**src/rtl/core/ntl_pkg.sv**
```systemverilog
// Shared types and constants for the NTC trimmed-mean temperature lookup unit.
// No dependencies; used by the top level and its checker.
`default_nettype none

package ntl_pkg;

    // Configuration port
    localparam int CFG_IDX_W  = 2;
    localparam int CFG_DATA_W = 16;

    localparam logic [CFG_IDX_W-1:0] REG_UPPER_LIMIT = 2'd0;
    localparam logic [CFG_IDX_W-1:0] REG_LOWER_LIMIT = 2'd1;
    localparam logic [CFG_IDX_W-1:0] REG_ENTRIES     = 2'd2;

    localparam logic [15:0] UPPER_LIMIT_RESET = 16'hFFFF;
    localparam logic [15:0] LOWER_LIMIT_RESET = 16'h0000;
    localparam logic [7:0]  ENTRIES_RESET     = 8'd101;

    // Field widths fixed by the interface
    localparam int RES_W    = 16;
    localparam int TEMP_W   = 7;
    localparam int STATUS_W = 2;
    localparam int COUNT_W  = 3;

    localparam logic [COUNT_W-1:0] GROUP_LEN  = 3'd7;
    localparam logic [TEMP_W-1:0]  TEMP_RESET = 7'd26;
    localparam logic [RES_W-1:0]   RES_MAX    = 16'hFFFF;

    localparam logic [STATUS_W-1:0] STATUS_OK   = 2'd0;
    localparam logic [STATUS_W-1:0] STATUS_HIGH = 2'd1;
    localparam logic [STATUS_W-1:0] STATUS_LOW  = 2'd2;

    typedef enum logic [3:0] {
        S_IDLE,
        S_AVG,
        S_DIV,
        S_LIMIT,
        S_CHK_HI,
        S_CHK_LO,
        S_MID,
        S_CHK_MID,
        S_CHK_NEXT,
        S_DONE
    } state_t;

endpackage

`default_nettype wire

```
**src/rtl/core/ntc_trimmed_mean_temperature_lookup_unit.sv**
```systemverilog
// NTC thermistor lookup: trimmed mean of ADC samples, resistance divider,
// binary search over a loaded resistance table. Depends on ntl_pkg.
//
//   Channel   Signals                                          Direction
//   --------  -----------------------------------------------  ---------
//   in        in_valid/in_ready, mode, sample_code,            sink
//             entry_index, entry_value
//   out       out_valid/out_ready, average_code,               source
//             resistance_kohm, temperature_index, status
//   cfg       cfg_we, cfg_index, cfg_data (no wait, no read)   sink
//
// Sample and table-load items are taken one per cycle while idle. The item
// closing a group of seven leaves idle: the trimmed average, the bit-serial
// restoring divider, the limit check and, inside the limits, reads of the
// table ends and then of bisection midpoints through the single table read
// port follow; no item is taken until the result enters the output register.
// Reset restores the group, the limits and last temperature; the table holds
// garbage until loaded. A stalled result waits in the output register while
// new samples are still taken; only a second finished group waits for it.
`default_nettype none

module ntc_trimmed_mean_temperature_lookup_unit #(
    parameter int TABLE_DEPTH = 128,
    parameter int ADC_BITS    = 12
) (
    input  wire logic                                 clk,
    input  wire logic                                 rst_n,

    input  wire logic                                 in_valid,
    output logic                                      in_ready,
    input  wire logic                                 mode,
    input  wire logic [ADC_BITS-1:0]                  sample_code,
    input  wire logic [$clog2(TABLE_DEPTH)-1:0]       entry_index,
    input  wire logic [ntl_pkg::RES_W-1:0]            entry_value,

    output logic                                      out_valid,
    input  wire logic                                 out_ready,
    output logic [ADC_BITS-1:0]                       average_code,
    output logic [ntl_pkg::RES_W-1:0]                 resistance_kohm,
    output logic [ntl_pkg::TEMP_W-1:0]                temperature_index,
    output logic [ntl_pkg::STATUS_W-1:0]              status,

    input  wire logic                                 cfg_we,
    input  wire logic [ntl_pkg::CFG_IDX_W-1:0]        cfg_index,
    input  wire logic [ntl_pkg::CFG_DATA_W-1:0]       cfg_data
);

    localparam int AW   = $clog2(TABLE_DEPTH);
    localparam int SW   = ADC_BITS + 3;          // sum of six samples
    localparam int Q_W  = ADC_BITS + 4;          // 10*avg and quotient
    localparam int D_W  = ADC_BITS + 1;          // divisor
    localparam int R_W  = ADC_BITS + 2;          // partial remainder
    localparam int DC_W = $clog2(Q_W + 1);
    localparam int QE_W = (Q_W > ntl_pkg::RES_W) ? Q_W : ntl_pkg::RES_W + 1;
    localparam int CW   = ((AW > 8) ? AW : 8) + 2; // signed search bounds

    localparam logic [ADC_BITS-1:0]   CODE_MASK = {ADC_BITS{1'b1}};
    localparam logic [D_W-1:0]        FULL_SCALE = {1'b1, {ADC_BITS{1'b0}}};
    localparam logic signed [CW-1:0]  N_MIN = CW'(2);
    localparam logic signed [CW-1:0]  N_MAX = CW'(TABLE_DEPTH);
    localparam logic [DC_W-1:0]       DIV_LAST = DC_W'(Q_W - 1);

    // ------------------------------------------------------------------
    // Configuration registers
    // ------------------------------------------------------------------
    logic [ntl_pkg::RES_W-1:0] upper_reg;
    logic [ntl_pkg::RES_W-1:0] lower_reg;
    logic [7:0]                entries_reg;

    always_ff @(posedge clk or negedge rst_n)
    begin
        if (!rst_n)
        begin
            upper_reg   <= ntl_pkg::UPPER_LIMIT_RESET;
            lower_reg   <= ntl_pkg::LOWER_LIMIT_RESET;
            entries_reg <= ntl_pkg::ENTRIES_RESET;
        end
        else if (cfg_we)
        begin
            unique case (cfg_index)
                ntl_pkg::REG_UPPER_LIMIT: upper_reg   <= cfg_data;
                ntl_pkg::REG_LOWER_LIMIT: lower_reg   <= cfg_data;
                ntl_pkg::REG_ENTRIES:     entries_reg <= cfg_data[7:0];
                default:                  ; // unmapped index: drop the write
            endcase
        end
    end

    // Number of entries searched, clamped to [2, TABLE_DEPTH]
    logic signed [CW-1:0] eu_ext;
    logic signed [CW-1:0] n_c;

    always_comb
    begin
        eu_ext = $signed(CW'(entries_reg));
        if (eu_ext < N_MIN)
            n_c = N_MIN;
        else if (eu_ext > N_MAX)
            n_c = N_MAX;
        else
            n_c = eu_ext;
    end

    // ------------------------------------------------------------------
    // Table memory: one write port, one registered read port
    // ------------------------------------------------------------------
    logic [ntl_pkg::RES_W-1:0] table_mem [TABLE_DEPTH];
    logic [ntl_pkg::RES_W-1:0] rd_data_reg;
    logic [AW-1:0]             rd_addr;
    logic                      wr_en;

    always_ff @(posedge clk)
    begin
        if (wr_en)
            table_mem[entry_index] <= entry_value;
        rd_data_reg <= table_mem[rd_addr];
    end

    // ------------------------------------------------------------------
    // State
    // ------------------------------------------------------------------
    ntl_pkg::state_t state_reg, state_next;

    logic [ntl_pkg::COUNT_W-1:0] count_reg, count_next;
    logic [SW-1:0]               sum_reg, sum_next;
    logic [ADC_BITS-1:0]         min_reg, min_next;
    logic [ADC_BITS-1:0]         max_reg, max_next;
    logic [ntl_pkg::TEMP_W-1:0]  last_temp_reg, last_temp_next;
    logic                        out_valid_reg, out_valid_next;

    logic [ADC_BITS-1:0]          avg_reg, avg_next;
    logic [Q_W-1:0]               num_reg, num_next;
    logic [D_W-1:0]               den_reg, den_next;
    logic [R_W-1:0]               rem_reg, rem_next;
    logic [DC_W-1:0]              div_cnt_reg, div_cnt_next;
    logic [ntl_pkg::RES_W-1:0]    res_reg, res_next;
    logic [ntl_pkg::STATUS_W-1:0] status_reg, status_next;
    logic signed [CW-1:0]         lo_reg, lo_next;
    logic signed [CW-1:0]         hi_reg, hi_next;
    logic signed [CW-1:0]         mid_reg, mid_next;
    logic [ntl_pkg::RES_W-1:0]    tmid_reg, tmid_next;

    logic [ADC_BITS-1:0]          out_avg_reg, out_avg_next;
    logic [ntl_pkg::RES_W-1:0]    out_res_reg, out_res_next;
    logic [ntl_pkg::TEMP_W-1:0]   out_temp_reg, out_temp_next;
    logic [ntl_pkg::STATUS_W-1:0] out_status_reg, out_status_next;

    // Datapath helpers
    logic [SW-1:0]        trim_c;
    logic [ADC_BITS-1:0]  avg_c;
    logic [Q_W-1:0]       avg_q;
    logic [R_W-1:0]       trial_c;
    logic                 qbit_c;
    logic [QE_W-1:0]      q_ext;
    logic [ntl_pkg::RES_W-1:0] res_c;
    logic signed [CW-1:0] sum_lh;
    logic signed [CW-1:0] mid_c;
    logic signed [CW-1:0] mid_inc;
    logic signed [CW-1:0] mid_dec;
    logic signed [CW-1:0] hi_init;
    logic                 idx_ok;
    logic                 in_fire;

    assign in_ready = (state_reg == ntl_pkg::S_IDLE);
    assign in_fire  = in_valid && in_ready;
    assign idx_ok   = ({1'b0, entry_index} < (AW + 1)'(TABLE_DEPTH));

    // Drop both extremes, divide by four
    assign trim_c  = sum_reg - SW'(min_reg) - SW'(max_reg);
    assign avg_c   = trim_c[ADC_BITS+1:2];
    assign avg_q   = Q_W'(avg_c);

    // One restoring-division step
    assign trial_c = {rem_reg[R_W-2:0], num_reg[Q_W-1]};
    assign qbit_c  = (trial_c >= R_W'(den_reg));

    // Saturate quotient to 16 bits
    assign q_ext   = QE_W'(num_reg);
    assign res_c   = (q_ext > QE_W'(ntl_pkg::RES_MAX)) ? ntl_pkg::RES_MAX
                                                       : q_ext[ntl_pkg::RES_W-1:0];

    assign sum_lh  = lo_reg + hi_reg;
    assign mid_c   = sum_lh >>> 1;
    assign mid_inc = mid_reg + CW'(1);
    assign mid_dec = mid_reg - CW'(1);
    assign hi_init = n_c - CW'(1);

    always_comb
    begin
        state_next      = state_reg;
        count_next      = count_reg;
        sum_next        = sum_reg;
        min_next        = min_reg;
        max_next        = max_reg;
        last_temp_next  = last_temp_reg;
        out_valid_next  = out_valid_reg;
        avg_next        = avg_reg;
        num_next        = num_reg;
        den_next        = den_reg;
        rem_next        = rem_reg;
        div_cnt_next    = div_cnt_reg;
        res_next        = res_reg;
        status_next     = status_reg;
        lo_next         = lo_reg;
        hi_next         = hi_reg;
        mid_next        = mid_reg;
        tmid_next       = tmid_reg;
        out_avg_next    = out_avg_reg;
        out_res_next    = out_res_reg;
        out_temp_next   = out_temp_reg;
        out_status_next = out_status_reg;
        rd_addr         = '0;
        wr_en           = 1'b0;

        // Retire a delivered result
        if (out_valid_reg && out_ready)
            out_valid_next = 1'b0;

        unique case (state_reg)
            ntl_pkg::S_IDLE:
            begin
                if (in_fire)
                begin
                    if (mode)
                    begin
                        wr_en = idx_ok;
                    end
                    else
                    begin
                        // First sample of a group is thrown away
                        if (count_reg != '0)
                        begin
                            sum_next = sum_reg + SW'(sample_code);
                            if (sample_code > max_reg)
                                max_next = sample_code;
                            if (sample_code < min_reg)
                                min_next = sample_code;
                        end
                        count_next = count_reg + 1'b1;
                        if (count_reg == ntl_pkg::GROUP_LEN - 1'b1)
                            state_next = ntl_pkg::S_AVG;
                    end
                end
            end

            ntl_pkg::S_AVG:
            begin
                avg_next     = avg_c;
                num_next     = (avg_q << 3) + (avg_q << 1);
                den_next     = FULL_SCALE - D_W'(avg_c);
                rem_next     = '0;
                div_cnt_next = '0;
                count_next   = '0;
                sum_next     = '0;
                min_next     = CODE_MASK;
                max_next     = '0;
                state_next   = ntl_pkg::S_DIV;
            end

            ntl_pkg::S_DIV:
            begin
                rem_next     = qbit_c ? (trial_c - R_W'(den_reg)) : trial_c;
                num_next     = {num_reg[Q_W-2:0], qbit_c};
                div_cnt_next = div_cnt_reg + 1'b1;
                if (div_cnt_reg == DIV_LAST)
                    state_next = ntl_pkg::S_LIMIT;
            end

            ntl_pkg::S_LIMIT:
            begin
                res_next = res_c;
                if (res_c >= upper_reg)
                begin
                    status_next = ntl_pkg::STATUS_HIGH;
                    state_next  = ntl_pkg::S_DONE;
                end
                else if (res_c <= lower_reg)
                begin
                    status_next = ntl_pkg::STATUS_LOW;
                    state_next  = ntl_pkg::S_DONE;
                end
                else
                begin
                    status_next = ntl_pkg::STATUS_OK;
                    lo_next     = '0;
                    hi_next     = hi_init;
                    rd_addr     = hi_init[AW-1:0];
                    state_next  = ntl_pkg::S_CHK_HI;
                end
            end

            ntl_pkg::S_CHK_HI:
            begin
                // At or hotter than the last used entry: clamp to it
                if (res_reg <= rd_data_reg)
                begin
                    last_temp_next = ntl_pkg::TEMP_W'(hi_reg[AW-1:0]);
                    state_next     = ntl_pkg::S_DONE;
                end
                else
                begin
                    rd_addr    = '0;
                    state_next = ntl_pkg::S_CHK_LO;
                end
            end

            ntl_pkg::S_CHK_LO:
            begin
                // At or colder than the first entry: clamp to index zero
                if (res_reg >= rd_data_reg)
                begin
                    last_temp_next = '0;
                    state_next     = ntl_pkg::S_DONE;
                end
                else
                begin
                    state_next = ntl_pkg::S_MID;
                end
            end

            ntl_pkg::S_MID:
            begin
                if (lo_reg > hi_reg)
                begin
                    // No bracketing pair found
                    last_temp_next = '0;
                    state_next     = ntl_pkg::S_DONE;
                end
                else
                begin
                    mid_next   = mid_c;
                    rd_addr    = mid_c[AW-1:0];
                    state_next = ntl_pkg::S_CHK_MID;
                end
            end

            ntl_pkg::S_CHK_MID:
            begin
                tmid_next = rd_data_reg;
                if (mid_inc < n_c)
                begin
                    rd_addr    = mid_inc[AW-1:0];
                    state_next = ntl_pkg::S_CHK_NEXT;
                end
                else
                begin
                    if (res_reg < rd_data_reg)
                        lo_next = mid_inc;
                    else
                        hi_next = mid_dec;
                    state_next = ntl_pkg::S_MID;
                end
            end

            ntl_pkg::S_CHK_NEXT:
            begin
                if ((res_reg <= tmid_reg) && (res_reg >= rd_data_reg))
                begin
                    last_temp_next = ntl_pkg::TEMP_W'(mid_reg[AW-1:0]);
                    state_next     = ntl_pkg::S_DONE;
                end
                else
                begin
                    if (res_reg < tmid_reg)
                        lo_next = mid_inc;
                    else
                        hi_next = mid_dec;
                    state_next = ntl_pkg::S_MID;
                end
            end

            ntl_pkg::S_DONE:
            begin
                // Hold until the output register is free
                if (!out_valid_reg || out_ready)
                begin
                    out_avg_next    = avg_reg;
                    out_res_next    = res_reg;
                    out_temp_next   = last_temp_reg;
                    out_status_next = status_reg;
                    out_valid_next  = 1'b1;
                    state_next      = ntl_pkg::S_IDLE;
                end
            end

            default:
            begin
                state_next = ntl_pkg::S_IDLE;
            end
        endcase
    end

    // Control registers
    always_ff @(posedge clk or negedge rst_n)
    begin
        if (!rst_n)
        begin
            state_reg     <= ntl_pkg::S_IDLE;
            count_reg     <= '0;
            sum_reg       <= '0;
            min_reg       <= CODE_MASK;
            max_reg       <= '0;
            last_temp_reg <= ntl_pkg::TEMP_RESET;
            out_valid_reg <= 1'b0;
        end
        else
        begin
            state_reg     <= state_next;
            count_reg     <= count_next;
            sum_reg       <= sum_next;
            min_reg       <= min_next;
            max_reg       <= max_next;
            last_temp_reg <= last_temp_next;
            out_valid_reg <= out_valid_next;
        end
    end

    // Payload registers
    always_ff @(posedge clk)
    begin
        avg_reg        <= avg_next;
        num_reg        <= num_next;
        den_reg        <= den_next;
        rem_reg        <= rem_next;
        div_cnt_reg    <= div_cnt_next;
        res_reg        <= res_next;
        status_reg     <= status_next;
        lo_reg         <= lo_next;
        hi_reg         <= hi_next;
        mid_reg        <= mid_next;
        tmid_reg       <= tmid_next;
        out_avg_reg    <= out_avg_next;
        out_res_reg    <= out_res_next;
        out_temp_reg   <= out_temp_next;
        out_status_reg <= out_status_next;
    end

    assign out_valid         = out_valid_reg;
    assign average_code      = out_avg_reg;
    assign resistance_kohm   = out_res_reg;
    assign temperature_index = out_temp_reg;
    assign status            = out_status_reg;

endmodule

`default_nettype wire

```
**config.mk**
```make
export PLATFORM = sky130hd
export DESIGN_NAME = ntc_trimmed_mean_temperature_lookup_unit
export DESIGN_NICKNAME = d
export VERILOG_FILES = /design/src/rtl/core/ntl_pkg.sv /design/src/rtl/core/ntc_trimmed_mean_temperature_lookup_unit.sv
export SDC_FILE = /design/constraint.sdc
export NUM_CORES = 2
export LEC_CHECK = 0
export ABC_AREA = 1
export CORE_ASPECT_RATIO = 1.1
export CORE_UTILIZATION = 40
export DETAILED_ROUTE_END_ITERATION = 16
export DONT_BUFFER_PORTS = 1
export GPL_ROUTABILITY_DRIVEN = 0
export PLACE_DENSITY = 0.61
export SYNTH_ARGS = -nofsm -noshare
export SYNTH_HDL_FRONTEND = slang
export SYNTH_SLANG_ARGS = --single-unit
```
**constraint.sdc**
```tcl
create_clock -name clk -period 8.48 [get_ports clk]
set_input_delay 0.848 -clock clk [delete_from_list [all_inputs] [get_ports clk]]
set_output_delay 0.848 -clock clk [all_outputs]
set_load 0.03 [all_outputs]
```
# [Yosys cells after proc, flatten, opt, wreduce, memory -nomap -nowiden]
# Memory sizes are Yosys's and may differ from the RTL's. A register that Yosys moved wholly into a read port is not among the register bits.
# Cells that the tools add are included.
[word_totals] register_bits=253 ram_bits=2048 inputBits=59 output_inout_bits=39 wordCells=182 n_memories=1
[classes] addsub=12 n_lt_le_gt_ge=15 eq_ne=33 mux=70 bitwise_logic=1 n_reduce_logical=25
[memory_table] name="table_mem" depth=128 width=16 rd=1 rd_clocked_by_memory_dff=1 write_ports=1 line_no="ntc_trimmed_mean_temperature_lookup_unit.sv:107" rtl="logic [ntl_pkg::RES_W-1:0] table_mem [TABLE_DEPTH];"
[op_table] operator="10-bit 2-to-1 mux" n=12
[op_table] operator="12-bit 2-to-1 mux" n=8
[op_table] operator="10-bit one-hot mux with 3 select lines" n=2
[op_table] operator="7-bit 2-to-1 mux" n=8
[op_table] operator="16-bit less-or-equal comparator" n=3
[op_table] operator="4-bit 2-to-1 mux" n=12
[op_table] operator="12-bit one-hot mux with 2 select lines" n=2
[op_table] operator="15-bit 2-to-1 mux" n=3
[op_table] operator="4-bit one-hot mux with 10 select lines" n=1
[op_table] operator="16-bit greater-or-equal comparator" n=2
[op_table] operator="16-bit less-than comparator" n=2
[op_table] operator="16-bit one-hot mux with 2 select lines" n=1
[op_table] operator="2-bit != test (second input constant)" n=15
[op_table] operator="15-bit one-hot mux with 2 select lines" n=1
[op_table] operator="7-bit one-hot mux with 4 select lines" n=1
[op_table] operator="14-bit by 12-bit subtractor with 14-bit output" n=2
[op_table] operator="13-bit one-hot mux with 2 select lines" n=1
[op_table] operator="7-bit one-hot mux with 3 select lines" n=1
[op_table] operator="5-bit AND reduction" n=4
[op_table] operator="15-bit by 13-bit adder with 16-bit output" n=1
[op_table] operator="4-bit by 3-bit equality test with 1-bit output (second input constant)" n=4
[op_table] operator="16-bit > comparator (second input constant)" n=1
[op_table] operator="16-bit 2-to-1 mux" n=1
[op_table] operator="8-bit 2-to-1 mux" n=2
[op_table] operator="43 further kinds" n=66

# [Longest topological paths before layout]
[logic_depth] ltp_word=7 depth_mapped=33 ltp_nobuf=33

# [Worst setup path before layout]
# Ideal clock, no wire load.
[synth_timing] path_kind="flip-flop to flip-flop" from="reg state_reg[3]" to="reg lo_reg[0] (enable)" setup_time_ps=434 t_arrival_ps=4259 required_ps=8046 setup_slack_ps=3787 stages_incl_launch_ff=8 path_buffers=0 synth_period_minus_slack_ps=4693 path_cell_list="dfrtp_1 > nor2_1 > inv_1 > nor3_1 > nor2_1 > nand2_1 > nand2_1 > a2111oi_0"
[synth_via] elab_chain_cells=3 word_cells_on_any_way=11 classes_between="9 x eq/ne; 2 x reduce/logical"
[synth_lines] item="start: declaration" line_no="ntc_trimmed_mean_temperature_lookup_unit.sv:122" rtl="ntl_pkg::state_t state_reg, state_next;"
[synth_lines] item="start signal: assignment" line_no="ntc_trimmed_mean_temperature_lookup_unit.sv:398" rtl="state_reg <= ntl_pkg::S_IDLE;"
[synth_lines] item="start signal: assignment" line_no="ntc_trimmed_mean_temperature_lookup_unit.sv:408" rtl="state_reg <= state_next;"
[synth_lines] item="4-bit equality test (tied with other cells)" line_no="ntc_trimmed_mean_temperature_lookup_unit.sv:219" rtl="unique case (state_reg)"
[synth_lines] item="2-bit != test (no source line) or 3-bit nonzero test (tied branches)"
[synth_lines] item="7-bit AND reduction (no source line) (*)"
[synth_lines] item="end signal: assignment" line_no="ntc_trimmed_mean_temperature_lookup_unit.sv:428" rtl="lo_reg <= lo_next;"
[synth_lines] item="end: declaration" line_no="ntc_trimmed_mean_temperature_lookup_unit.sv:138" rtl="logic signed [CW-1:0] lo_reg, lo_next;"
# Every way passes the cells marked *; elsewhere a longest branch is shown, timed or not.
# A chain may end at the register's enable or synchronous reset.

# [Worst setup path after layout]
[layout_timing] from="reg mid_reg[0]" to="reg rd_data_reg[8] in the netlist's numbering, read port of table_mem"
[layout_via] elab_chain_cells=4
[layout_lines] item="start: declaration" line_no="ntc_trimmed_mean_temperature_lookup_unit.sv:140" rtl="logic signed [CW-1:0] mid_reg, mid_next;"
[layout_lines] item="start signal: assignment" line_no="ntc_trimmed_mean_temperature_lookup_unit.sv:430" rtl="mid_reg <= mid_next;"
[layout_lines] item="9-bit by 2-bit adder with 10-bit output (*)" line_no="ntc_trimmed_mean_temperature_lookup_unit.sv:184" rtl="assign mid_inc = mid_reg + CW'(1);"
[layout_lines] item="via mid_inc[6]" line_no="ntc_trimmed_mean_temperature_lookup_unit.sv:158" rtl="logic signed [CW-1:0] mid_inc;"
[layout_lines] item="10-bit less-than comparator" line_no="ntc_trimmed_mean_temperature_lookup_unit.sv:340" rtl="if (mid_inc < n_c)"
[layout_lines] item="7-bit 2-to-1 mux (*)" line_no="ntc_trimmed_mean_temperature_lookup_unit.sv:340"
[layout_lines] item="7-bit one-hot mux with 3 select lines (*)" line_no="ntc_trimmed_mean_temperature_lookup_unit.sv:219"
[layout_lines] item="end: declaration" line_no="ntc_trimmed_mean_temperature_lookup_unit.sv:108" rtl="logic [ntl_pkg::RES_W-1:0] rd_data_reg;"
# The timed path passes the listed nets; every way through them passes the cells marked *.

==> results.sh <==
export IMPL_clk_latency_ps=910
export IMPL_grt_ovfl_total=0
export IMPL_clkTransAtPathRegs_ps=60
export IMPL_area_growth_syn_to_layout_pct=10.4
export IMPL_path_delay_family="simple AND/OR/NAND/NOR gates"
export IMPL_finalCriticalPeriod_ps=6310
export IMPL_cap_violations=0
export IMPL_peakVddDrop_uv=599
export IMPL_synth_edf_count=2206
export IMPL_cts_inserted_buffers=238
export IMPL_finClkSkew_ps=58.0
export IMPL_cts_resized=0
export IMPL_crit_arrival_ps=7080
export IMPL_placed_cells=13690
export IMPL_synth_main_ff_cell="edfxtp_1"
export IMPL_final_core_util_pct=44.3
export IMPL_via_per_inst=5.58
export IMPL_syn_area_um2=108000
export IMPL_htree_levels=4
export IMPL_synth_cells=10638
export IMPL_synth_area_per_cell_um2=10.2
export IMPL_clkSinkCount=2315
export IMPL_wl_per_cell_um=23.0
export IMPL_wl_met1_mm=129
export IMPL_yosysWarnings=0
export IMPL_p_total_mw=33.1
export IMPL_numPortBuffers=0
export IMPL_grt_max_degree=193
export IMPL_maxSlewViolCount=0
export IMPL_largest_reg_flops=2048
export IMPL_leakage_nw=49.3
export IMPL_die_area_um2=273000
export IMPL_synth_top_area_cell="edfxtp_1"
export IMPL_startpoint_type="flip-flop"
export IMPL_netlist_area_leader_share_pct=61.1
export IMPL_rsz0062_at_grt="no"
export IMPL_initial_core_util_pct=40.2
export IMPL_maxSlewHeadroom_pct=11.7
export IMPL_cp_slowest_cell="nor2_4"
export IMPL_cts_tree="yes"
export IMPL_path_class="flip-flop to flip-flop"
export IMPL_grt_pass1_wl_mm=487
export IMPL_synth_seq_cells=2315
export IMPL_grt_usage_pct=23.4
export IMPL_rows=200
export IMPL_drt_initial_drc_count=9258
export IMPL_first_pass_iters=6
export IMPL_cts_root_buffer_cell="clkbuf_16"
export IMPL_post_route_period_util_pct=74.4
export IMPL_synthArstFlopShare_pct=4.02
export IMPL_tightest_slew_ps=1320
export IMPL_crit_top_cell="nand2_1"
export IMPL_status="finished, final reports clean"
export IMPL_final_cells=14143
export IMPL_regMostFlops="table_mem"
export IMPL_nets=10641
export IMPL_drt_wl_total_mm=325
export IMPL_dr_max_layer_used="met5"
export IMPL_dr_wl_met3_mm=27.0
export IMPL_die_y_um=548
export IMPL_setup_tns_ps=0
export IMPL_max_stage_delay_ps=900
export IMPL_crit_buf_inv=6
export IMPL_coreArea_um2=270000
export IMPL_setup_viol=0
export IMPL_ant_nets=0
export IMPL_ys_seq_area_share_pct=63.6
export IMPL_antenna_found_initial=10
export IMPL_hold_path_class="input pin to flip-flop"
export IMPL_die_w_um=498
export IMPL_drcViolationCount=0
export IMPL_synth_distinct_cells=54
export IMPL_wl_met2_mm=154
export IMPL_p_per_area_nw_per_um2=277
export IMPL_clock_path_buffers=3
export IMPL_hold_viol=0
export IMPL_io_pins=98
export IMPL_layout_drive_gt1_share_pct=6.13
export IMPL_critPathMaxFanout=49
export IMPL_detailedPlacementHpwl_mm=177
export IMPL_max_clock_freq_mhz=159
export IMPL_grt_pass1_vias=75780
export IMPL_synth_area_leaders="edfxtp_1 61%, nand3_1 9.3%, inv_1 7.9%, nand4_1 5.7%, nand2_1 4.9%"
export IMPL_crit_required_ps=9250
export IMPL_synth_nets=10882
export IMPL_endpoint_kind="flip-flop"
export IMPL_num_vias=78980
[cells in the final DEF, fill, tap and decap left out, types with 9 or more instances in the layout]
cell	n
o211ai_1	19
nor2_2	15
o31ai_1	9
edfxtp_1	2206
inv_1	2286
bufinv_16	18
clkinv_1	49
nand2_1	1416
dfstp_2	35
xor2_1	38
clkinv_2	45
ha_1	170
o21ai_0	177
a21oi_1	101
xnor2_1	13
nor2_1	239
nor3_1	14
inv_6	9
buf_4	188
buf_12	30
dfrtp_1	58
clkbuf_16	239
nand4_1	994
a31oi_1	10
clkbuf_1	54
dfxtp_1	16
fa_1	15
o21bai_1	12
clkbuf_8	13
nand3_1	2012
[final cells by class]
class | instances | area, um^2
Timing Repair Buffer | 220 | 2050
Sequential cell | 2315 | 68900
Clock buffer | 306 | 6360
Tap cell | 3535 | 4420
Clock inverter | 138 | 1280
Fill cell | 24925 | 150000
Antenna cell | 7 | 17.5
Inverter | 2294 | 8620
Multi-Input combinational cell | 5328 | 28000
[what timing repair did]
| item | 4_1_cts | 5_1_grt |
|---|---|---|
| endpoints found under the hold margin | 93 | 0 |
| hold buffers | 2 | 0 |
| setup buffers | 0 | 0 |
[report_power, final]
group | internal [mW] | leakage, nW | switching (mW) | total, mW
clock | 5.83 | 3.73 | 4.52 | 10.4
sequential | 13.4 | 21.1 | 0.422 | 13.8
combinational | 2.87 | 24.5 | 6.11 | 8.99
[cell families after synthesis]
kind of cell | synth area share [%]
flip-flops | 63.6
AND/OR/NAND/NOR | 21.1
adder cells (fa/ha/maj) | 2.24
AO/OA/AOI/OAI | 1.87
buffers and inverters | 10.8
XOR/XNOR | 0.412
[final timing paths]
check,startpoint,endpoint,slack [ps],cells after the start
setup / recovery,mid_reg[0],rd_data_reg[8],2170,28
hold / removal,out_ready,out_valid,60,1
setup reg to reg,mid_reg[0],rd_data_reg[8],2170,28
hold reg to reg,avg_reg[7],average_code[7],420,0
max in group asynchronous,rst_n,min_reg[9],7460,2
min in group asynchronous,rst_n,lower_reg[4],570,2
[layer usage]
| layer | track usage [%] | up-vias |
|---|---|---|
| met3 | 3.68 | 658 |
| li1 | - | 35694 |
| met2 | 38.2 | 3774 |
| met5 | 0 | - |
| met1 | 30.4 | 38846 |
| met4 | 11.0 | 8 |
[stage by stage]
stage | setup WS, ps | instance area, um^2 | hold slack, ps
2_1_floorplan | 3790 | 108000 | 400
6_report | 2170 | 120000 | 58.2
5_1_grt | 2000 | 120000 | 25.7
3_3_place_gp | 2190 | 112000 | 407
4_1_cts | 2350 | 120000 | 21.0
3_5_place_dp | 2320 | 112000 | 405
[cells in the mapped netlist, types with 35 or more instances]
| master | instances |
|---|---|
| nand3_1 | 2019 |
| nand2_1 | 1416 |
| ha_1 | 170 |
| a21oi_1 | 101 |
| buf_2 | 306 |
| edfxtp_1 | 2206 |
| clkbuf_1 | 352 |
| dfstp_2 | 35 |
| o21ai_0 | 177 |
| inv_1 | 2288 |
| nand4_1 | 994 |
| dfrtp_1 | 58 |
| xor2_1 | 38 |
| nor2_1 | 257 |
Note: power is estimated with default switching activity, not from simulation.
